==> config.mk <==
export PLATFORM = sky130hd
export DESIGN_NAME = arq_log_cell
export DESIGN_NICKNAME = d
export VERILOG_FILES = /design/src/design/arq_pkg.sv /design/src/design/arq_log_cell.sv
export SDC_FILE = /design/constraint.sdc
export NUM_CORES = 2
export LEC_CHECK = 0
export BUFFER_PORTS_ARGS = -buffer_cell sky130_fd_sc_hd__buf_2
export CAP_MARGIN = 20
export CORE_MARGIN = 3
export CORE_UTILIZATION = 30
export CTS_CLUSTER_DIAMETER = 100
export CTS_CLUSTER_SIZE = 40
export DETAILED_ROUTE_END_ITERATION = 16
export PLACE_DENSITY = 0.55
export SYNTH_ARGS = -nofsm -noshare
export SYNTH_HDL_FRONTEND = slang
export SYNTH_SLANG_ARGS = --single-unit
==> constraint.sdc <==
create_clock -name clk -period 0.8 [get_ports clk]
set_input_delay 0.12 -clock clk [delete_from_list [all_inputs] [get_ports clk]]
set_output_delay 0.12 -clock clk [all_outputs]
set_load 0.03 [all_outputs]
==> src/design/arq_pkg.sv <==
package arq_pkg;

    // field widths
    localparam int ENERGY_W = 32;
    localparam int COORD_W  = 32;
    localparam int SQ_W     = 66;   // sum of three squared differences
    localparam int LEN_W    = 34;   // step length, Q16.16 plus headroom
    localparam int NPROD_W  = 52;   // coefficient times energy
    localparam int P1_W     = 58;   // length times field
    localparam int DEN_W    = 78;   // length times field times density
    localparam int NLOW_W   = 23;   // low bits of the dividend numerator
    localparam int X_W      = 63;   // reduced stopping power, Q.32, saturated
    localparam int V_W      = 64;   // alpha plus x, Q.32
    localparam int MANT_W   = 32;   // log mantissa, Q1.31
    localparam int FRAC_W   = 30;   // log2 fraction bits
    localparam int EXP_W    = 5;    // log2 integer part
    localparam int LN_W     = 35;   // ln in Q.30
    localparam int F_W      = 24;   // factor, Q2.22
    localparam int VIS_W    = 32;
    localparam int CFG_W    = 24;

    // cell counts along each chain
    localparam int SQ_CELLS  = 34;
    localparam int D1_CELLS  = 63;
    localparam int LOG_CELLS = 30;
    localparam int D2_CELLS  = 24;

    // configuration register indexes
    localparam logic [2:0] CFG_MODEL_SELECT = 3'd0;
    localparam logic [2:0] CFG_DRIFT_FIELD  = 3'd1;
    localparam logic [2:0] CFG_DENSITY      = 3'd2;
    localparam logic [2:0] CFG_BOX_ALPHA    = 3'd3;
    localparam logic [2:0] CFG_BOX_BETA     = 3'd4;
    localparam logic [2:0] CFG_BIRKS_SCALE  = 3'd5;
    localparam logic [2:0] CFG_BIRKS_K      = 3'd6;

    localparam logic        RST_MODEL_SELECT = 1'b0;
    localparam logic [23:0] RST_DRIFT_FIELD  = 24'd32768;
    localparam logic [19:0] RST_DENSITY      = 20'd91095;
    localparam logic [17:0] RST_BOX_ALPHA    = 18'd60948;
    localparam logic [19:0] RST_BOX_BETA     = 20'd13894;
    localparam logic [17:0] RST_BIRKS_SCALE  = 18'd52429;
    localparam logic [19:0] RST_BIRKS_K      = 20'd3185;

    localparam logic            MODEL_BOX   = 1'b0;
    localparam logic            MODEL_BIRKS = 1'b1;

    localparam logic [31:0]     LN2_Q32   = 32'hB172_17F8;
    localparam logic [X_W-1:0]  X_CAP     = {X_W{1'b1}};
    localparam logic [F_W-1:0]  F_MAX     = {F_W{1'b1}};
    localparam logic [F_W-1:0]  F_FLOOR   = 24'd4;
    localparam logic [F_W-1:0]  F_ONE     = 24'h40_0000;
    localparam logic [17:0]     ALPHA_ONE = 18'h1_0000;
    localparam logic [V_W-1:0]  V_ONE     = 64'h1_0000_0000;

    typedef struct packed {
        logic [ENERGY_W-1:0] energy;
        logic                zero;
    } sqrt_side_t;

    typedef struct packed {
        logic [ENERGY_W-1:0] energy;
        logic                zero;
        logic                xsat;
        logic                dzero;
        logic [NLOW_W-1:0]   nlow;
    } div1_side_t;

    typedef struct packed {
        logic [ENERGY_W-1:0] energy;
        logic                zero;
        logic [X_W-1:0]      x;
        logic                xzero;
        logic                vsmall;
        logic [EXP_W-1:0]    expo;
    } log_side_t;

    typedef struct packed {
        logic [ENERGY_W-1:0] energy;
        logic                zero;
        logic                fsat;
        logic                xzero;
        logic                vsmall;
    } div2_side_t;

    function automatic logic [COORD_W-1:0] abs_diff(
        input logic signed [COORD_W-1:0] a,
        input logic signed [COORD_W-1:0] b
    );
        logic [COORD_W:0] d;
        logic [COORD_W:0] mag;
        d   = {b[COORD_W-1], b} - {a[COORD_W-1], a};
        mag = d[COORD_W] ? (~d + 1'b1) : d;
        return mag[COORD_W-1:0];
    endfunction

endpackage

==> src/design/arq_log_cell.sv <==
module arq_log_cell
    import arq_pkg::*;
#(
    parameter int SW = 1
) (
    input  logic              clk,
    input  logic              rst_n,
    input  logic              en,
    input  logic              in_valid,
    input  logic [MANT_W-1:0] m_in,
    input  logic [FRAC_W-1:0] frac_in,
    input  logic [SW-1:0]     side_in,
    output logic              out_valid,
    output logic [MANT_W-1:0] m_out,
    output logic [FRAC_W-1:0] frac_out,
    output logic [SW-1:0]     side_out
);
    logic [2*MANT_W-1:0] square;
    logic [MANT_W:0]     scaled;
    logic                valid_reg;
    logic [MANT_W-1:0]   m_reg, m_next;
    logic [FRAC_W-1:0]   frac_reg, frac_next;
    logic [SW-1:0]       side_reg;

    // square the mantissa, renormalize on overflow past 2.0
    always_comb
    begin
        square    = m_in * m_in;
        scaled    = square[2*MANT_W-1:MANT_W-1];
        m_next    = scaled[MANT_W] ? scaled[MANT_W:1] : scaled[MANT_W-1:0];
        frac_next = {frac_in[FRAC_W-2:0], scaled[MANT_W]};
    end

    always_ff @(posedge clk or negedge rst_n)
    begin
        if (!rst_n)
        begin
            valid_reg <= 1'b0;
        end
        else if (en)
        begin
            valid_reg <= in_valid;
        end
    end

    always_ff @(posedge clk)
    begin
        if (en)
        begin
            m_reg    <= m_next;
            frac_reg <= frac_next;
            side_reg <= side_in;
        end
    end

    assign out_valid = valid_reg;
    assign m_out     = m_reg;
    assign frac_out  = frac_reg;
    assign side_out  = side_reg;
endmodule

# Word-level counts from Yosys, hierarchy flattened
# Index checks and enable logic that the tools add are counted.
[totals] regBits=64 output_inout_bits=64 word_cells=7 input_bits=67
[classes] mul=1 n_mux=1
[op_table] cell="32-bit by 32-bit multiplier with 64-bit output" count=1
[op_table] cell="31-bit 2-to-1 mux" count=1

# Logic depth before layout (Yosys ltp)
[depth] word_depth=2 ltp_mapped=31 mapped_depth_nobuf=27

# Worst setup path after synthesis
# OpenSTA, ideal clock, no wires.
[synth_path] kind="in2reg" from="input m_in[8]" to="register m_reg[10], in the netlist m_out[10], data pin" setup_slack_ns=-6.596 path_stages=24 arrival_time_ns=7.136 cell_sequence="clkbuf_1 > clkbuf_1 > nand2_1 > inv_1 > fa_1 > fa_1 > inv_1 > fa_1 > fa_1 > inv_1 > fa_1 > fa_1 > fa_1 > fa_1 > ha_1 > a21oi_1 > o21ai_1 > a211o_1 > a211o_1 > or3_4 > a211o_1 > nand2_2 > buf_4 > mux2_2"
[synth_via] elab_chain_len=2
[synth_rtl] item="start: declaration" line="arq_log_cell.sv:10" text="input logic [MANT_W-1:0] m_in,"
[synth_rtl] item="32-bit by 32-bit multiplier with 64-bit output" line="arq_log_cell.sv:28" text="square = m_in * m_in;"
[synth_rtl] item="31-bit 2-to-1 mux" line="arq_log_cell.sv:30" text="m_next = scaled[MANT_W] ? scaled[MANT_W:1] : scaled[MANT_W-1:0];"
[synth_rtl] item="named net m_next[10]" line="arq_log_cell.sv:21" text="logic [MANT_W-1:0] m_reg, m_next;"
[synth_rtl] item="end signal: assignment" line="arq_log_cell.sv:50" text="m_reg <= m_next;"
[synth_rtl] item="end: declaration" line="arq_log_cell.sv:21"
# The timed path passes the listed nets, and every way through them passes these cells.
# A chain may end at the register's enable or synchronous reset.

# Worst setup path after layout
[layout_path] from="input m_in[6]" to="register m_reg[26], in the netlist m_out[26], data pin"
# Same word-level chain as after synthesis.

==> qor.yml <==
status:
  status: "complete, but fails checks"
  violations: "negative setup slack"
routing:
  dr.pass1.iters: 5
  wire_per_inst_um: 16.7
  vias: 23500
  routed_wirelength_um: 89600
  routed_via_density: 4.38
  drc: 0
  drt-initial-drc-count: 993
  ant_nets: 0
yosys:
  syn_area_per_cell_um2: 9.64
  synth_cell_type_count: 72
  synth-xor-area-share: 0.0203
  synth_top_family_by_area: "adder cells"
  synth-simple-area-share: 0.108
  syn_area_um2: 31500
  yosysWarnings: 0
  synth-edff-count: 63
  synthMuxAreaShare: 0.00867
  synthFlopType: "edfxtp_1"
  synth_compound_area_frac: 0.0481
  yosys.area_share.adder: 0.622
  synth_cells: 3266
  syn_nets: 4424
  yosysSeqAreaShare: 0.0609
  synthArstFlopShare: 0.0156
  synth-seq-cells: 64
sta:
  period_share: 8.96
  tightest_slew_ns: 0.542
  min_period_ns: 7.17
  max_slew_margin: 0.635
  max_freq_mhz: 140
  setup_viol: 97
  rsz0062_at_grt: "yes"
  tns_ns: -220.85
  fin_ws_ns: -6.37
  hold_viol_final: 0
  fin_worst_skew_ns: 0
  finalMaxSlewViolations: 0
layout:
  layout.cells.non_filler: 5369
  fillCellCount: 10200
  register_area_um2: 1920
  area_growth_syn_to_layout_pct: 31.6
  multi_input_area_um2: 26600
  drive_above_1_share: 0.267
  final_common_cell: "inv_1"
  layout_common_cells: "inv_1 (959), fa_1 (751), buf_4 (602)"
  nets: 5140
die:
  num_rows: 118
  die_w_um: 330
  core_area_um2: 104000
  io_pins: 131
  die_area_um2: 109000
  floorplan.initialDensity: 0.303
  die_y_um: 330
critical_path:
  critPathCaptureType: "flip-flop"
  arrival_ns: 7.24
  cp-start-kind: "input port"
  path_max_fanout: 7
  critPathRequiredTime_ns: 0.87
  r2r_cells: 1
  critPathKind: "input port to flip-flop"
hold_path:
  hold_depth: 2
  hp-class: "input port to flip-flop"
grt:
  globalRouteMet2Util: 0.296
  busiest_layer: "met2"
  grt_max_degree: 52
  grt_util_met3: 0.0211
  use_met1: 0.222
  grt_pass1_wl_um: 143000
  grt_pass1_vias: 26200
  grt_overflow: 0
  grt_util_all_layers: 0.168
  antenna_found_initial: 2
clocking:
  clock_sinks: 64
  cts_tree: "built"
  cts_inserted_buffers: 9
  clk_pin_slew_ns: 0.05
  h-tree-depth: 3
  cts-root-buf: "clkbuf_16"
  clk_path_buf_depth: 2
  worstSkewPairLatency_ns: 0.32
place:
  post-place-cells: 5278
  dp_hpwl_um: 77600
  place_congestion: 0.881
  io_buffers: 129
flow_run:
  timing.max_cap.violations: 0
[worst max-delay path: stages]
cell and delay, ns:
buf_16 0.13, buf_12 0.13, buf_16 0.14, and2_4 0.15
fa_1 0.55, fa_1 0.43, fa_1 0.53, inv_2 0.05
fa_1 0.49, inv_2 0.05, fa_1 0.48, fa_1 0.56
fa_1 0.43, fa_1 0.57, ha_4 0.23, a21oi_4 0.14
o21ai_2 0.09, a211o_1 0.35, a211o_1 0.29, or3_4 0.38
a32oi_4 0.22, nand2_4 0.12, buf_12 0.16, buf_12 0.14
nand3_1 0.06, a21bo_2 0.22
[layout make-up]
class / count / share of cell area
Inverter: 983 / 0.0895
Timing Repair Buffer: 821 / 0.174
Sequential cell: 64 / 0.0463
Clock inverter: 6 / 0.00145
Antenna cell: 3 / 0.000181
Multi-Input combinational cell: 2103 / 0.642
Clock buffer: 9 / 0.00544
Tap cell: 1380 / 0.0417
[per-layer routing]
| metal | up-vias | wire length (um) |
|---|---|---|
| met4 | 0 | 1770 |
| li1 | 11000 | - |
| met5 | - | 0 |
| met1 | 12000 | 38500 |
| met2 | 455 | 45000 |
| met3 | 86 | 4320 |
[path summary, 6_finish.rpt]
check,startpoint,endpoint,slack [ns]
worst max-delay path,m_in[6],m_out[26]$_DFFE_PP_,-6.37
worst min-delay path,in_valid,out_valid$_DFFE_PN0P_,0.04
worst max register to register,out_valid$_DFFE_PN0P_,out_valid$_DFFE_PN0P_,0.02
worst min register to register,out_valid$_DFFE_PN0P_,out_valid$_DFFE_PN0P_,0.54
max in group asynchronous,rst_n,out_valid$_DFFE_PN0P_,0.58
min in group asynchronous,rst_n,out_valid$_DFFE_PN0P_,0.13
[cells by family after synthesis]
family,after synthesis
simple gates,690
fa+ha+maj,1091
buf+inv,1099
compound gates,224
xor+xnor,73
flops,64
mux,25
[registers in the layout, indices dropped and copies added, names as in the netlist]
name and cells:
frac_out 30, out_valid 1, side_out 1, m_out 32
[Yosys cell counts (all sizes together), types with 16 or more instances]
| library cell | instances | area [um^2] |
|---|---|---|
| a21o | 19 | 143 |
| a21oi | 65 | 333 |
| and2 | 230 | 1440 |
| and3 | 16 | 100 |
| clkbuf | 109 | 409 |
| edfxtp | 63 | 1890 |
| fa | 791 | 15800 |
| ha | 300 | 3750 |
| inv | 982 | 3690 |
| mux2 | 18 | 203 |
| nand2 | 304 | 1140 |
| nand3 | 23 | 115 |
| nor2 | 62 | 233 |
| o21ai | 37 | 185 |
| o21bai | 16 | 120 |
| xnor2 | 37 | 324 |
| xor2 | 36 | 315 |
[metrics by stage]
step	util	hold WS, ns	setup slack, ns	cell area [um^2]
CTS	0.388	0.0291	-6.37	40300
finish	0.399	0.0420	-6.37	41400
global route	0.399	0.0313	-6.58	41400
floorplan	-	-0.176	-6.22	32100
detailed placement	0.372	-0.104	-7.18	38700
global placement	0.372	-0.105	-7.07	38700
[repair_timing]
action / in CTS / in global routing
resized for setup: 231 / 218
endpoints found under the hold margin: 31 / 0
setup buffers: 14 / 19
endpoints found under the setup margin: 97 / 97
pin swaps: 57 / 64
gates cloned: 4 / 6
hold buffers: 31 / 0
Power is not shown: default switching activity piles up to over one toggle a cycle in this logic, so the estimate is an artifact.
