==> src/design/arq_pkg.sv <==
package arq_pkg;

    // field widths
    localparam int ENERGY_W = 32;
    localparam int COORD_W  = 32;
    localparam int SQ_W     = 66;   // sum of three squared differences
    localparam int LEN_W    = 34;   // step length, Q16.16 plus headroom
    localparam int NPROD_W  = 52;   // coefficient times energy
    localparam int P1_W     = 58;   // length times field
    localparam int DEN_W    = 78;   // length times field times density
    localparam int NLOW_W   = 23;   // low bits of the dividend numerator
    localparam int X_W      = 63;   // reduced stopping power, Q.32, saturated
    localparam int V_W      = 64;   // alpha plus x, Q.32
    localparam int MANT_W   = 32;   // log mantissa, Q1.31
    localparam int FRAC_W   = 30;   // log2 fraction bits
    localparam int EXP_W    = 5;    // log2 integer part
    localparam int LN_W     = 35;   // ln in Q.30
    localparam int F_W      = 24;   // factor, Q2.22
    localparam int VIS_W    = 32;
    localparam int CFG_W    = 24;

    // cell counts along each chain
    localparam int SQ_CELLS  = 34;
    localparam int D1_CELLS  = 63;
    localparam int LOG_CELLS = 30;
    localparam int D2_CELLS  = 24;

    // configuration register indexes
    localparam logic [2:0] CFG_MODEL_SELECT = 3'd0;
    localparam logic [2:0] CFG_DRIFT_FIELD  = 3'd1;
    localparam logic [2:0] CFG_DENSITY      = 3'd2;
    localparam logic [2:0] CFG_BOX_ALPHA    = 3'd3;
    localparam logic [2:0] CFG_BOX_BETA     = 3'd4;
    localparam logic [2:0] CFG_BIRKS_SCALE  = 3'd5;
    localparam logic [2:0] CFG_BIRKS_K      = 3'd6;

    localparam logic        RST_MODEL_SELECT = 1'b0;
    localparam logic [23:0] RST_DRIFT_FIELD  = 24'd32768;
    localparam logic [19:0] RST_DENSITY      = 20'd91095;
    localparam logic [17:0] RST_BOX_ALPHA    = 18'd60948;
    localparam logic [19:0] RST_BOX_BETA     = 20'd13894;
    localparam logic [17:0] RST_BIRKS_SCALE  = 18'd52429;
    localparam logic [19:0] RST_BIRKS_K      = 20'd3185;

    localparam logic            MODEL_BOX   = 1'b0;
    localparam logic            MODEL_BIRKS = 1'b1;

    localparam logic [31:0]     LN2_Q32   = 32'hB172_17F8;
    localparam logic [X_W-1:0]  X_CAP     = {X_W{1'b1}};
    localparam logic [F_W-1:0]  F_MAX     = {F_W{1'b1}};
    localparam logic [F_W-1:0]  F_FLOOR   = 24'd4;
    localparam logic [F_W-1:0]  F_ONE     = 24'h40_0000;
    localparam logic [17:0]     ALPHA_ONE = 18'h1_0000;
    localparam logic [V_W-1:0]  V_ONE     = 64'h1_0000_0000;

    typedef struct packed {
        logic [ENERGY_W-1:0] energy;
        logic                zero;
    } sqrt_side_t;

    typedef struct packed {
        logic [ENERGY_W-1:0] energy;
        logic                zero;
        logic                xsat;
        logic                dzero;
        logic [NLOW_W-1:0]   nlow;
    } div1_side_t;

    typedef struct packed {
        logic [ENERGY_W-1:0] energy;
        logic                zero;
        logic [X_W-1:0]      x;
        logic                xzero;
        logic                vsmall;
        logic [EXP_W-1:0]    expo;
    } log_side_t;

    typedef struct packed {
        logic [ENERGY_W-1:0] energy;
        logic                zero;
        logic                fsat;
        logic                xzero;
        logic                vsmall;
    } div2_side_t;

    function automatic logic [COORD_W-1:0] abs_diff(
        input logic signed [COORD_W-1:0] a,
        input logic signed [COORD_W-1:0] b
    );
        logic [COORD_W:0] d;
        logic [COORD_W:0] mag;
        d   = {b[COORD_W-1], b} - {a[COORD_W-1], a};
        mag = d[COORD_W] ? (~d + 1'b1) : d;
        return mag[COORD_W-1:0];
    endfunction

endpackage

==> src/design/arq_sqrt_cell.sv <==
module arq_sqrt_cell
    import arq_pkg::*;
#(
    parameter int SW  = 1,
    parameter int BIT = 0
) (
    input  logic             clk,
    input  logic             rst_n,
    input  logic             en,
    input  logic             in_valid,
    input  logic [SQ_W-1:0]  rem_in,
    input  logic [LEN_W-1:0] root_in,
    input  logic [SW-1:0]    side_in,
    output logic             out_valid,
    output logic [SQ_W-1:0]  rem_out,
    output logic [LEN_W-1:0] root_out,
    output logic [SW-1:0]    side_out
);
    localparam int TW = SQ_W + 2;

    logic [TW-1:0]    trial;
    logic             take;
    logic             valid_reg;
    logic [SQ_W-1:0]  rem_reg, rem_next;
    logic [LEN_W-1:0] root_reg, root_next;
    logic [SW-1:0]    side_reg;

    // trial = (2*root + 2^bit) * 2^bit
    always_comb
    begin
        trial     = (TW'(root_in) << (BIT + 1)) | (TW'(1) << (2 * BIT));
        take      = {2'b00, rem_in} >= trial;
        rem_next  = take ? (rem_in - trial[SQ_W-1:0]) : rem_in;
        root_next = take ? (root_in | (LEN_W'(1) << BIT)) : root_in;
    end

    always_ff @(posedge clk or negedge rst_n)
    begin
        if (!rst_n)
        begin
            valid_reg <= 1'b0;
        end
        else if (en)
        begin
            valid_reg <= in_valid;
        end
    end

    always_ff @(posedge clk)
    begin
        if (en)
        begin
            rem_reg  <= rem_next;
            root_reg <= root_next;
            side_reg <= side_in;
        end
    end

    assign out_valid = valid_reg;
    assign rem_out   = rem_reg;
    assign root_out  = root_reg;
    assign side_out  = side_reg;
endmodule

==> config.mk <==
export PLATFORM = sky130hd
export DESIGN_NAME = arq_sqrt_cell
export DESIGN_NICKNAME = d
export VERILOG_FILES = /design/src/design/arq_pkg.sv /design/src/design/arq_sqrt_cell.sv
export SDC_FILE = /design/constraint.sdc
export NUM_CORES = 1
export LEC_CHECK = 0
export BUFFER_PORTS_ARGS = -buffer_cell sky130_fd_sc_hd__buf_2
export CAP_MARGIN = 20
export CELL_PAD_IN_SITES_DETAIL_PLACEMENT = 0
export CELL_PAD_IN_SITES_GLOBAL_PLACEMENT = 1
export CORE_MARGIN = 2
export CORE_UTILIZATION = 39
export CTS_BUF_LIST = sky130_fd_sc_hd__clkbuf_8 sky130_fd_sc_hd__clkbuf_16
export CTS_CLUSTER_SIZE = 20
export DETAILED_ROUTE_END_ITERATION = 6
export PLACE_DENSITY_LB_ADDON = 0.08
export SYNTH_ARGS = -nofsm -noshare
export SYNTH_HDL_FRONTEND = slang
export SYNTH_SLANG_ARGS = --single-unit
==> constraint.sdc <==
create_clock -name clk -period 0.8 [get_ports clk]
set_input_delay 0.16 -clock clk [delete_from_list [all_inputs] [get_ports clk]]
set_output_delay 0.16 -clock clk [all_outputs]
set_load 0.01 [all_outputs]
Word-level counts from Yosys, hierarchy flattened
Cells that the tools add are included.

word-level totals
  memory bits (read-only) = 0
  RAM bits = 0
  output and inout port bits = 102
  logic and storage cells = 8
  memories = 0
  bits in latches = 0
  input bits = 105
  register bits = 102

operators by class
  $mul = 0
  mux-type cells = 1
  equality and inequality tests = 0
  div/mod/pow operators = 0
  order comparisons = 1
  bitwise logic cells = 0
  reduce and logical (&&, ||, !) cells = 0
  shift operators = 0
  add/subtract/negate cells = 1

operator list
  operator                        count
  >= comparator 66 x 35 -> 1 bit  1
  2-to-1 mux 66 bit               1
  subtractor 66 x 35 -> 66 bit    1

Logic depth before layout (Yosys ltp)
  depth after elaboration = 2
  gate-level depth with buffers = 14
  depth with buffers taken out = 12

Worst setup path before layout
No wires, ideal clock.

  kind = input port to flip-flop
  start = in rem_in[1]
  end = reg rem_reg[56] (netlist: rem_out[56]), data pin
  path buffers = 1
  required time = 0.542 ns
  path slack = -2.424 ns
  cell stages on the path = 13
  setup time = 0.258 ns
  arrival time = 2.967 ns
  cell sequence = inv_1 > fa_1 > and2b_1 > o2111ai_1 > a31o_1 > a22o_1 > or3_4 > o311ai_4 > a41oi_4 > buf_6 > nor3_4 > nand4_1 > xnor2_1

between the ends
  cells in the longest elaborated chain, start to end = 2
  elaborated cells between the ends (all ways) = 3
  those cells by class = add/sub (1); order compare (1); mux (1)

RTL lines
  item                                                                                   line                                      RTL
  from (decl)                                                                            arq_sqrt_cell.sv:11                       input logic [SQ_W-1:0] rem_in,
  subtractor 66 x 35 -> 66 bit / >= comparator 66 x 35 -> 1 bit (equally long branches)  arq_sqrt_cell.sv:33, arq_sqrt_cell.sv:32
  2-to-1 mux 66 bit (*)                                                                  arq_sqrt_cell.sv:33                       rem_next = take ? (rem_in - trial[SQ_W-1:0]) : rem_in;
  net rem_next[56]                                                                       arq_sqrt_cell.sv:24                       logic [SQ_W-1:0] rem_reg, rem_next;
  to (signal assigned)                                                                   arq_sqrt_cell.sv:53                       rem_reg <= rem_next;
  to (decl)                                                                              arq_sqrt_cell.sv:24

The timed path passes the listed nets; every way through them passes the cells marked *.
A chain may end at the register's enable or synchronous reset.

Worst setup path in the final report
  start = in rem_in[1]
  end = reg rem_reg[39] (netlist: rem_out[39]), data pin

The elaborated chain is that of the path after synthesis.

==> flow_summary.toml <==
[floorplanning]
core_area_um2 = 15900
num_rows = 46
start_util_pct = 40.0
die-area_um2 = 17400
dieWidth_um = 132
dieHeight_um = 132
io_pins = 207

[power]
p_int_mw = 11.5
share_seq_of_total_power_pct = 41.9
switching_share_pct = 28.4
p_clk_share_pct = 27.1
combPwrFrac_pct = 31.0
design_power_total_mw = 16.1
switchingPower_mw = 4.57
ir_worst_vdd_uv = 920
p_leak_nw = 4.83
pwr_density_cell_nw_per_um2 = 1550

[synth]
synth_edf_count = 101
async_flop_share_pct = 0.980
synthesis.instances = 627
synth.area.top_cells = "edfxtp_1, ha_1, o21ai_0"
synth_area_per_cell_um2 = 10.2
yosysSeqAreaShare_pct = 48.0
synthesis.area_um2 = 6370
synth_top_flop_cell = "edfxtp_1"
yosysUniqueCellTypes = 68
ys_warn_count = 0
ys_ff_latch = 102
synthesis.nets = 768
yosysTopAreaCell = "edfxtp_1"
yosysTopAreaCellShare_pct = 47.6

[clocking]
clock-sinks = 102
tritoncts = "done"
cts_buffer_depth = 2
path_clk_slew_ns = 0.07
cts-htree-levels = 3
numCtsBuffers = 9
root_buffer = "clkbuf_16"
clock_latency_ns = 0.35

[critical_path]
startpoint_type = "input port"
r2r_cells = 2
cp_cell_sequence = "buf_8 -> inv_8 -> fa_2 -> and2b_1 -> o2111ai_2 -> a31o_1 -> a22o_1 -> or3_4 -> o311ai_4 -> a41oi_4 -> buf_12 -> a2111o_1 -> nor3_2 -> xor2_1"
crit_fanout = 5
r2r_slack_ns = -0.06
required_ns = 0.90
r2r-start = "out_valid$_DFFE_PN0P_"
critPathArrivalTime_ns = 3.14
worst-setup-path-type = "input port to flip-flop"
cp-end-kind = "flip-flop"
critPathBufInv = 3
slowest_stage = "fa_2"
critical_path_depth = 14
cp_slowest_stage_delay_ns = 0.38
rr_endpoint = "out_valid$_DFFE_PN0P_"
path_delay_family = "compound AO/OA/AOI/OAI gates"

[grt]
overflow = 0
grt_pass1_vias = 6459
grt_pass1_wl_mm = 31.3
grt.total_usage_pct = 22.3
antenna_found_initial = 1
grt_start_max_net_pins = 45

[drt]
first_iter_violations = 292
wl_per_cell_um = 15.2
drtAntennaViolNets = 0
drc_errors = 0
totalWireLength_mm = 19.9
viasPerCell = 4.88
drt_first_pass_iters = 5
vias = 6373

[timing]
timing.fmax_mhz = 329
whs_ns = 0.0102
finalSetupViolations = 170
period_share_pct = 380
layout_setup_ws_ns = -2.24
hold_viol_final = 0
slew_headroom_pct = 63.2
worst_pin_slew_ns = 0.547
min_period_ns = 3.04
rsz0062_at_grt = "true"
skew_ns = 0
finalMaxSlewViolations = 0

[place]
portBuffers = 206
gp_congestion = 0.842
dp_hpwl_mm = 15.8
place_inst = 1252

[layout]
num_antenna_cells = 0
drive_above_1_share_pct = 49.0
flow.area_growth_from_synthesis_pct = 63.4
layout_commonest_cell = "buf_4"
mostFrequentLayoutCells = "buf_4, buf_2, edfxtp_1, nand2_1, inv_1"
layout.cells.non_filler = 1307
nNetsFinal = 1227

[flow_run]
maxCapViolations = 0

[status]
failed_checks = "setup timing"
outcome = "complete, but fails checks"

[worst_hold_path]
hold_path.class = "input port to flip-flop"
hold_end = "root_out[31]$_DFFE_PP_"
worstHoldStart = "root_in[31]"
whs_path_depth = 1
## power groups by stage
stage	clock network [mW]	registers (mW)	logic [mW]
after CTS	4.45	6.76	4.82
final	4.36	6.75	4.99
after global placement	0	6.86	4.59
after global routing	4.65	6.81	5.44
after detailed placement	0	6.87	4.64
after floorplan	0	7.20	1.70
## cell usage after synthesis, drive strengths merged (14+ instances only)
cell    number
clkbuf      14
nor2        37
or3         14
xnor2       29
ha          35
inv         42
o21ai       59
edfxtp     101
nand2       75
a21oi       42
nor3        19
xor2        33
## sequential cells by signal, summed over array words and instances, names as in the netlist
| signal | count |
|---|---|
| rem_out | 66 |
| out_valid | 1 |
| side_out | 1 |
| root_out | 34 |
## per-layer routing
metal / share of wire (%) / GRT usage (%)
met1: 45 / 29.0
met2: 49 / 38.4
met3: 4.4 / 3.31
met4: 1.8 / 7.25
met5: 0.065 / 0
## logic make-up (layout without fill, tap and decap cells)
| logic type | count (synthesis) | after routing | share of synthesized area, % |
|---|---|---|---|
| AND/OR/NAND/NOR | 207 | 207 | 16.5 |
| AO/OA/AOI/OAI | 157 | 157 | 15.4 |
| flip-flops | 102 | 102 | 48.0 |
| XOR/XNOR | 62 | 62 | 8.52 |
| buffers and inverters | 61 | 525 | 4.10 |
| adder cells (fa/ha/maj) | 36 | 36 | 7.18 |
| multiplexers | 2 | 2 | 0.353 |
## how the worst max path moves through the flow
stage | startpoint | endpoint | slack [ns]
2_1_floorplan | rem_in[1] | rem_out[56]$_DFFE_PP_ | -2.34
3_3_place_gp | rem_in[1] | rem_out[51]$_DFFE_PP_ | -2.71
3_5_place_dp | rem_in[1] | rem_out[51]$_DFFE_PP_ | -2.79
4_1_cts | rem_in[1] | rem_out[39]$_DFFE_PP_ | -2.28
5_1_grt | rem_in[1] | rem_out[39]$_DFFE_PP_ | -2.39
6_report | rem_in[1] | rem_out[39]$_DFFE_PP_ | -2.24
## cell type report
type,instances,area [µm²]
well taps,216,270
clock inverters,7,65.1
fillers,1348,5530
repair buffers,467,3230
multi-input cells,464,3400
flip-flops and latches,102,3060
inverters,42,165
clock buffers,9,225
## worst register-to-register path, cell delays in order (launching register included)
cell     delay [ns]
dfrtp_1        0.37
buf_4          0.12
mux2_2         0.25
## through the flow
| stage | cell area, µm² | utilization, % | TNS, ns | worst slack (ns) |
|---|---|---|---|---|
| 2_1_floorplan | 6440 | - | -141.77 | -2.34 |
| 3_3_place_gp | 9360 | 58.7 | -173.24 | -2.71 |
| 3_5_place_dp | 9360 | 58.7 | -179.46 | -2.79 |
| 4_1_cts | 10100 | 63.2 | -162.24 | -2.28 |
| 5_1_grt | 10400 | 65.3 | -171.80 | -2.39 |
| 6_report | 10400 | 65.3 | -159.94 | -2.24 |
## timing repair
action                     in CTS  in global routing
setup endpoints to repair     169                170
pin swaps                      13                 28
hold buffers                   23                  0
gates resized for setup        38                 58
buffers inserted                8                  5
hold endpoints to repair       23                  0
gates cloned                    0                  3
No activity file was read; power rests on OpenSTA's default activity.
