===== src/design/arq_div_cell.sv =====
module arq_div_cell #(
    parameter int DW = 8,
    parameter int QW = 8,
    parameter int SW = 1
) (
    input  logic          clk,
    input  logic          rst_n,
    input  logic          en,
    input  logic          in_valid,
    input  logic [DW-1:0] r_in,
    input  logic [DW-1:0] d_in,
    input  logic [QW-1:0] q_in,
    input  logic          bit_in,
    input  logic [SW-1:0] side_in,
    output logic          out_valid,
    output logic [DW-1:0] r_out,
    output logic [DW-1:0] d_out,
    output logic [QW-1:0] q_out,
    output logic [SW-1:0] side_out
);
    logic [DW:0]   shifted;
    logic [DW:0]   diff;
    logic          take;
    logic          valid_reg;
    logic [DW-1:0] r_reg, r_next;
    logic [DW-1:0] d_reg;
    logic [QW-1:0] q_reg, q_next;
    logic [SW-1:0] side_reg;

    // one restoring step: bring in the next dividend bit, subtract if it fits
    always_comb
    begin
        shifted = {r_in, bit_in};
        diff    = shifted - {1'b0, d_in};
        take    = shifted >= {1'b0, d_in};
        r_next  = take ? diff[DW-1:0] : shifted[DW-1:0];
        q_next  = {q_in[QW-2:0], take};
    end

    always_ff @(posedge clk or negedge rst_n)
    begin
        if (!rst_n)
        begin
            valid_reg <= 1'b0;
        end
        else if (en)
        begin
            valid_reg <= in_valid;
        end
    end

    always_ff @(posedge clk)
    begin
        if (en)
        begin
            r_reg    <= r_next;
            d_reg    <= d_in;
            q_reg    <= q_next;
            side_reg <= side_in;
        end
    end

    assign out_valid = valid_reg;
    assign r_out     = r_reg;
    assign d_out     = d_reg;
    assign q_out     = q_reg;
    assign side_out  = side_reg;
endmodule


===== config.mk =====
export PLATFORM = sky130hd
export DESIGN_NAME = arq_div_cell
export DESIGN_NICKNAME = d
export VERILOG_FILES = /design/src/design/arq_div_cell.sv
export SDC_FILE = /design/constraint.sdc
export NUM_CORES = 1
export LEC_CHECK = 0
export BUFFER_PORTS_ARGS = -buffer_cell sky130_fd_sc_hd__buf_4
export CAP_MARGIN = 20
export CORE_MARGIN = 2
export CORE_UTILIZATION = 25
export CTS_BUF_LIST = sky130_fd_sc_hd__clkbuf_2
export DETAILED_ROUTE_END_ITERATION = 6
export GPL_TIMING_DRIVEN = 0
export HOLD_SLACK_MARGIN = 0.06
export PLACE_DENSITY = 0.51
export SKIP_CTS_REPAIR_TIMING = 1
export SLEW_MARGIN = 10
export SYNTH_ARGS = -nofsm -noshare
export SYNTH_HDL_FRONTEND = slang
export SYNTH_SLANG_ARGS = --single-unit

===== constraint.sdc =====
create_clock -name clk -period 1.47 [get_ports clk]
set_clock_uncertainty 0.1 [all_clocks]
set_input_delay 0 -clock clk [delete_from_list [all_inputs] [get_ports clk]]
set_output_delay 0 -clock clk [all_outputs]
set_load 0.02 [all_outputs]

Word level (Yosys, flattened, before mapping)
Cells that the tools add are included.
- logic and storage cells: 8
- register bits: 26
- order comparisons: 1
- $add $sub $neg: 1
- mux-type cells: 1
- operators with widths (cell ; count):
    >= comparator 9 x 8 -> 1 bit ; 1
    two-way mux 8 bit ; 1
    subtractor 8 bit ; 1

Logic depth before layout (Yosys ltp)
Gate-level depths: netlist (run 1).
- depth after elaboration: 2
- mapped depth: 8

Worst setup path after synthesis (run 1)
No wires, ideal clock.
- path type: input -> register
- start: input port bit_in
- end: register r_reg[6], in the netlist r_out[6] (data pin)
- data arrival time: 1.513 ns
- stages on the path: 8
- slack: -0.403 ns
- path buffers: 0
- cells stage by stage: inv_1 -> ha_1 -> fa_1 -> nor2b_1 -> o31a_1 -> nor4_1 -> a311o_1 -> mux2_2
- longest elaborated chain between the ends: 2
- elaborated cells on any way between the ends: 3
- those cells by class: add/sub (1); order compare (1); mux (1)
- RTL lines (item ; RTL line ; text):
    start, declared ; 13 ; input logic bit_in,
    subtractor 8 bit / >= comparator 9 x 8 -> 1 bit (equally long branches) ; 34, 35 ;
    two-way mux 8 bit (*) ; 36 ; r_next = take ? diff[DW-1:0] : shifted[DW-1:0];
    named net r_next[6] ; 25 ; logic [DW-1:0] r_reg, r_next;
    end signal, assigned ; 56 ; r_reg <= r_next;
    end, declared ; 25 ;
The timed path passes the listed nets; every way through them passes the cells marked *.
A chain may end at the register's enable or synchronous reset.

Worst setup path in the final report (run 1)
- start: input port d_in[0]
- end: register r_reg[6], in the netlist r_out[6] (data pin)
- longest elaborated chain between the ends: 2
- elaborated cells on any way between the ends: 3
- those cells by class: add/sub (1); order compare (1); mux (1)
- RTL lines (item ; RTL line ; text):
    start, declared ; 11 ; input logic [DW-1:0] d_in,
    subtractor 8 bit / >= comparator 9 x 8 -> 1 bit (equally long branches) ; 34, 35 ;
    two-way mux 8 bit (*) ; 36 ;
    named net r_next[6] ; 25 ;
Marked as above.

==> results.sh, run 1 <==
export IMPL_outcome="complete, but fails checks"
export IMPL_violations="hold timing, setup timing"
export IMPL_cts_root_buf="clkbuf_2"
export IMPL_antenna_found_initial=0
export IMPL_hp_class="in2reg"
export IMPL_layout_commonest_cell="buf_4"
export IMPL_setup_violations=5
export IMPL_drc=0
export IMPL_ir_drop_uv=284
export IMPL_relSlewSlack_pct=82.9
export IMPL_ios=56
export IMPL_grt_pass1_wl_um=4440
export IMPL_detail_route_antenna_nets=0
export IMPL_async_reset_ff_share_pct=3.85
export IMPL_seqCellArea_sq_um=776
export IMPL_layout_drive_gt1_share_pct=43.8
export IMPL_via_per_inst=4.20
export IMPL_rsz0062_at_grt="yes"
export IMPL_grt_pass1_vias=991
export IMPL_end_kind="register"
export IMPL_clk_pin_slew_worst_paths_ns=0.25
export IMPL_core_area_sq_mm=0.00507
export IMPL_ys_warnings_count=0
export IMPL_slowest_delay_ns=0.37
export IMPL_first_iter_violations=57
export IMPL_hold_slack_ns=-0.264
export IMPL_yosysUniqueCellTypes=31
export IMPL_wl_per_cell_um=12.6
export IMPL_yosysSeqAreaShare_pct=59.3
export IMPL_clock_path_buffers=2
export IMPL_clk_latency_ns=0.35
export IMPL_rr_worst_depth=2
export IMPL_crit_start="d_in[0]"
export IMPL_path_class="in2reg"
export IMPL_synth_top_flop_cell="edfxtp_1"
export IMPL_num_fill_cells=487
export IMPL_nets=225
export IMPL_p_leak_nw=0.960
export IMPL_worst_pin_slew_ns=0.255
export IMPL_cp_data_arrival_time_ns=1.56
export IMPL_final_area_sq_mm=0.00223
export IMPL_die_x_um=76.3
export IMPL_fin_total_pwr_w=0.00185
export IMPL_drv_slew=0
export IMPL_critPathSlowestCell="fa_2"
export IMPL_finalNonFillerCells=255
export IMPL_io_buffers=54
export IMPL_finalCriticalPeriod_ns=1.52
export IMPL_syn_instance_count=96
export IMPL_multiInputGateArea_sq_um=542
export IMPL_place_gp_congestion=0.732
export IMPL_synth_seq_cells=26
export IMPL_holdCritStartpoint="d_in[1]"
export IMPL_timing_critical_path_to="r_out[6]$_DFFE_PP_"
export IMPL_period_share_pct=104
export IMPL_synth_edf_count=25
export IMPL_worstSetupStartpointType="input port"
export IMPL_drt_pass1_iter_count=4
export IMPL_hold_viol_final=3
export IMPL_layout_cells_most_common_list="buf_4, dlygate4sd3_1, edfxtp_1, inv_1"
export IMPL_cts_sinks=26
export IMPL_place_hpwl_um=2100
export IMPL_wl_um=3220
export IMPL_die_area_sq_mm=0.00582
export IMPL_syn_num_nets=135
export IMPL_fmax_mhz=656
export IMPL_cp_max_fo=3
export IMPL_cts_tree="yes"
export IMPL_start_util_pct=25.8
export IMPL_netlist_area_sq_mm=0.00131
export IMPL_reg2reg_from="out_valid$_DFFE_PN0P_"
export IMPL_maxCapViolCount=0
export IMPL_crit_chain="buf_4, ha_4, fa_2, nor2b_4, o31a_1, nor4_1, a311o_1, mux2_4"
export IMPL_syn_mean_instance_area_sq_um=13.6
export IMPL_cp_required_ns=1.51
export IMPL_area_growth_pct=70.3
export IMPL_num_rows=26
export IMPL_setup_ws_ns=-0.0534
export IMPL_dpl_instance_area_sq_mm=0.00187
export IMPL_grt_max_degree=27
export IMPL_tns_ns=-0.163
export IMPL_grtUsageTotal_pct=9.38
export IMPL_antennaDiodeCount=0
export IMPL_grt_ovfl_total=0
export IMPL_dp_cells=220
export IMPL_cts_inserted_buffers=3
export IMPL_reg2reg_setup_slack_ns=0.06
export IMPL_cellPowerDensity_mw_per_mm2=830
export IMPL_cts_max_level=1
export IMPL_timing_rr_end="out_valid$_DFFE_PN0P_"
export IMPL_die_h_um=76.3
export IMPL_vias=1071
[worst min path at each step]
stage | endpoint | slack, ns | cells after the start
2_1_floorplan | out_valid$_DFFE_PN0P_ | -0.40 | 0
3_3_place_gp | out_valid$_DFFE_PN0P_ | -0.32 | 1
3_5_place_dp | out_valid$_DFFE_PN0P_ | -0.32 | 1
4_1_cts | out_valid$_DFFE_PN0P_ | -0.76 | 1
5_1_grt | d_out[1]$_DFFE_PP_ | -0.29 | 1
6_report | d_out[1]$_DFFE_PP_ | -0.26 | 1
[through the flow]
step,worst slack (ns),util [%]
4_1_cts,-0.133,37.2
3_5_place_dp,-0.560,36.8
6_report,-0.0534,43.9
2_1_floorplan,-0.287,-
5_1_grt,-0.0796,43.9
3_3_place_gp,-0.550,36.8
[worst max-delay path: cells and delay by family]
family	cells	cell delay (ns)
AO/OA/AOI/OAI	2	0.44
adder cells (fa/ha/maj)	2	0.53
buffers and inverters	1	0.13
multiplexers	1	0.26
AND/OR/NAND/NOR	2	0.19
[cell families after synthesis]
family	count (synthesis)	synth area share (%)
flip-flops	26	59.3
AO/OA/AOI/OAI	20	12.3
buffers and inverters	15	4.50
AND/OR/NAND/NOR	15	5.93
adder cells (fa/ha/maj)	9	9.19
multiplexers	8	6.70
XOR/XNOR	3	2.01
[layout make-up]
type	instances	area share [%]
Tap cell	70	3.93
Sequential cell	26	34.8
Buffer	2	0.730
Clock buffer	3	0.674
Multi-Input combinational cell	55	24.3
Timing Repair Buffer	85	32.6
Inverter	13	2.75
Clock inverter	1	0.169
[cell usage after synthesis, types with 2 or more instances]
cell type / count / share of area (%)
a21o_1: 3 / 1.7
nand3_1: 2 / 0.77
ha_1: 8 / 7.7
o21ai_0: 4 / 1.5
a21oi_1: 3 / 1.1
xnor2_1: 2 / 1.3
nor2_1: 2 / 0.57
nor3_1: 3 / 1.1
inv_1: 13 / 3.7
edfxtp_1: 25 / 57
buf_2: 2 / 0.77
mux2_2: 6 / 5.2
a21oi_2: 2 / 1.3
mux2i_1: 2 / 1.5
nand2_1: 3 / 0.86
[state kept, by name (all words and copies together), names as in the netlist]
name       cells
d_out          8
out_valid      1
q_out          8
r_out          8
side_out       1
[where the power goes]
group          leakage, nW  internal [W]  switching (W)  total [W]
clock network       0.0140     0.0000591       0.000214   0.000273
registers            0.257      0.000902      0.0000222   0.000924
logic                0.689      0.000350       0.000301   0.000651
[layer usage]
metal / GRT usage [%] / part of all wire [%]
met3: 3.67 / 7.2
met5: 0 / 0
met4: 3.27 / 0.68
met1: 10.4 / 40
met2: 16.4 / 52
No activity file was read; power rests on OpenSTA's default activity.
==> run 2: changes to the inputs <==
GPL_TIMING_DRIVEN = default   (was 0)
TNS_END_PERCENT = 20   (was default)
==> run 2 against run 1 <==
Count of clock-buffer cells in the layout is 1 higher; combinational power is 8.1% higher; the flow finishes with violations (setup timing); critical endpoint unchanged; critical path type unchanged; setup slack got worse by 0.010 ns; first-iteration DRC count is 79% lower.
==> results.sh, run 2 (synthesis gave the netlist of run 1 again) <==
export IMPL_outcome="complete, but fails checks"
export IMPL_violations="setup timing"
export IMPL_area_growth_pct=81.8
export IMPL_power_frac_seq_pct=48.5
export IMPL_grt_ovfl_total=0
export IMPL_setup_violations=1
export IMPL_cp_data_arrival_time_ns=1.56
export IMPL_wl_per_cell_um=11.6
export IMPL_layout_cells_most_common_list="buf_4, dlygate4sd3_1, edfxtp_1, inv_1, ha_1"
export IMPL_antennaDiodeCount=0
export IMPL_end_kind="register"
export IMPL_hp_class="in2reg"
export IMPL_wl_um=3210
export IMPL_cts_tree="yes"
export IMPL_hold_slack_ns=0.0499
export IMPL_dpl_instance_area_sq_mm=0.00202
export IMPL_worst_pin_slew_ns=0.953
export IMPL_num_rows=26
export IMPL_place_hpwl_um=2250
export IMPL_place_gp_congestion=0.717
export IMPL_setup_ws_ns=-0.0639
export IMPL_cellPowerDensity_mw_per_mm2=801
export IMPL_switching_power_w=0.000530
export IMPL_drt_pass1_iter_count=3
export IMPL_combPwrFrac_pct=37.0
export IMPL_ir_drop_uv=285
export IMPL_period_share_pct=104
export IMPL_die_area_sq_mm=0.00582
export IMPL_finalCriticalPeriod_ns=1.53
export IMPL_clk_pin_slew_worst_paths_ns=0.24
export IMPL_first_iter_violations=12
export IMPL_core_area_sq_mm=0.00507
export IMPL_cts_root_buf="clkbuf_2"
export IMPL_path_class="in2reg"
export IMPL_detail_route_antenna_nets=0
export IMPL_grt_pass1_vias=1074
export IMPL_place_ws_ns=-0.518
export IMPL_die_x_um=76.3
export IMPL_grtUsageTotal_pct=10.0
export IMPL_nets=247
export IMPL_hold_viol_final=0
export IMPL_die_h_um=76.3
export IMPL_cts_inserted_buffers=3
export IMPL_cp_required_ns=1.50
export IMPL_fmax_mhz=652
export IMPL_pwr_share_clk_pct=14.5
export IMPL_fin_util_pct=46.8
export IMPL_clock_path_buffers=2
export IMPL_maxCapViolCount=0
export IMPL_layout_drive_gt1_share_pct=47.3
export IMPL_grt_pass1_wl_um=4810
export IMPL_num_fill_cells=495
export IMPL_p_int_w=0.00137
export IMPL_cts_max_level=1
export IMPL_relSlewSlack_pct=36.2
export IMPL_io_buffers=54
export IMPL_clk_latency_ns=0.33
export IMPL_cts_sinks=26
export IMPL_vias=1130
export IMPL_final_area_sq_mm=0.00238
export IMPL_start_util_pct=25.8
export IMPL_cp_max_fo=3
export IMPL_p_leak_nw=1.06
export IMPL_worstSetupStartpointType="input port"
export IMPL_antenna_found_initial=0
export IMPL_grt_max_degree=23
export IMPL_via_per_inst=4.08
export IMPL_layout_commonest_cell="buf_4"
export IMPL_p_sw_share_pct=27.9
export IMPL_ios=56
export IMPL_drv_slew=0
export IMPL_rsz0062_at_grt="yes"
export IMPL_drc=0
-- run 2: layout make-up --
type	instances	area [sq um]	share of cell area, %
inverters	13	61.3	2.58
well taps	70	87.6	3.68
clock buffers	4	20.0	0.842
repair buffers	109	908	38.2
flip-flops and latches	26	776	32.6
multi-input cells	55	524	22.1
-- run 2: power groups by stage --
| stage | logic (W) | clock network (W) | registers (W) |
|---|---|---|---|
| after global placement | 0.000615 | 0 | 0.000940 |
| after global routing | 0.000764 | 0.000318 | 0.000931 |
| after CTS | 0.000625 | 0.000298 | 0.000923 |
| after detailed placement | 0.000623 | 0 | 0.000939 |
| after floorplan | 0.000227 | 0 | 0.00104 |
| final | 0.000704 | 0.000277 | 0.000922 |
-- run 2: worst max-delay path, stage by stage --
cell and delay [ns]:
buf_4 0.13, inv_12 0.03, ha_4 0.15, fa_2 0.35
nor2b_2 0.14, o31a_1 0.17, nor4_1 0.06, a311o_1 0.27
mux2_4 0.26
-- run 2: metrics by stage --
stage	power, W	TNS [ns]	instances
floorplan	0.00127	-1.62	96
global placement	0.00156	-3.01	240
detailed placement	0.00156	-3.12	240
CTS	0.00185	-0.104	244
global route	0.00201	-0.0914	277
finish	0.00190	-0.0639	277
-- run 2: worst paths after layout --
path,start,end,slack (ns),cells after the start
hold reg to reg,out_valid$_DFFE_PN0P_,out_valid$_DFFE_PN0P_,1.00,2
max in group asynchronous,rst_n,out_valid$_DFFE_PN0P_,0.80,3
hold / removal,r_in[6],r_out[7]$_DFFE_PP_,0.05,4
setup reg to reg,out_valid$_DFFE_PN0P_,out_valid$_DFFE_PN0P_,0.05,2
min in group asynchronous,rst_n,out_valid$_DFFE_PN0P_,0.37,3
setup / recovery,bit_in,r_out[6]$_DFFE_PP_,-0.06,9
-- run 2: per-layer routing --
layer | global-route usage (%) | part of all wire [%] | vias to the layer above
met4 | 3.82 | 1.0 | 0
met2 | 17.0 | 50 | 36
li1 | - | - | 575
met3 | 2.61 | 5.2 | 2
met1 | 12.2 | 44 | 517
met5 | 0 | 0 | -
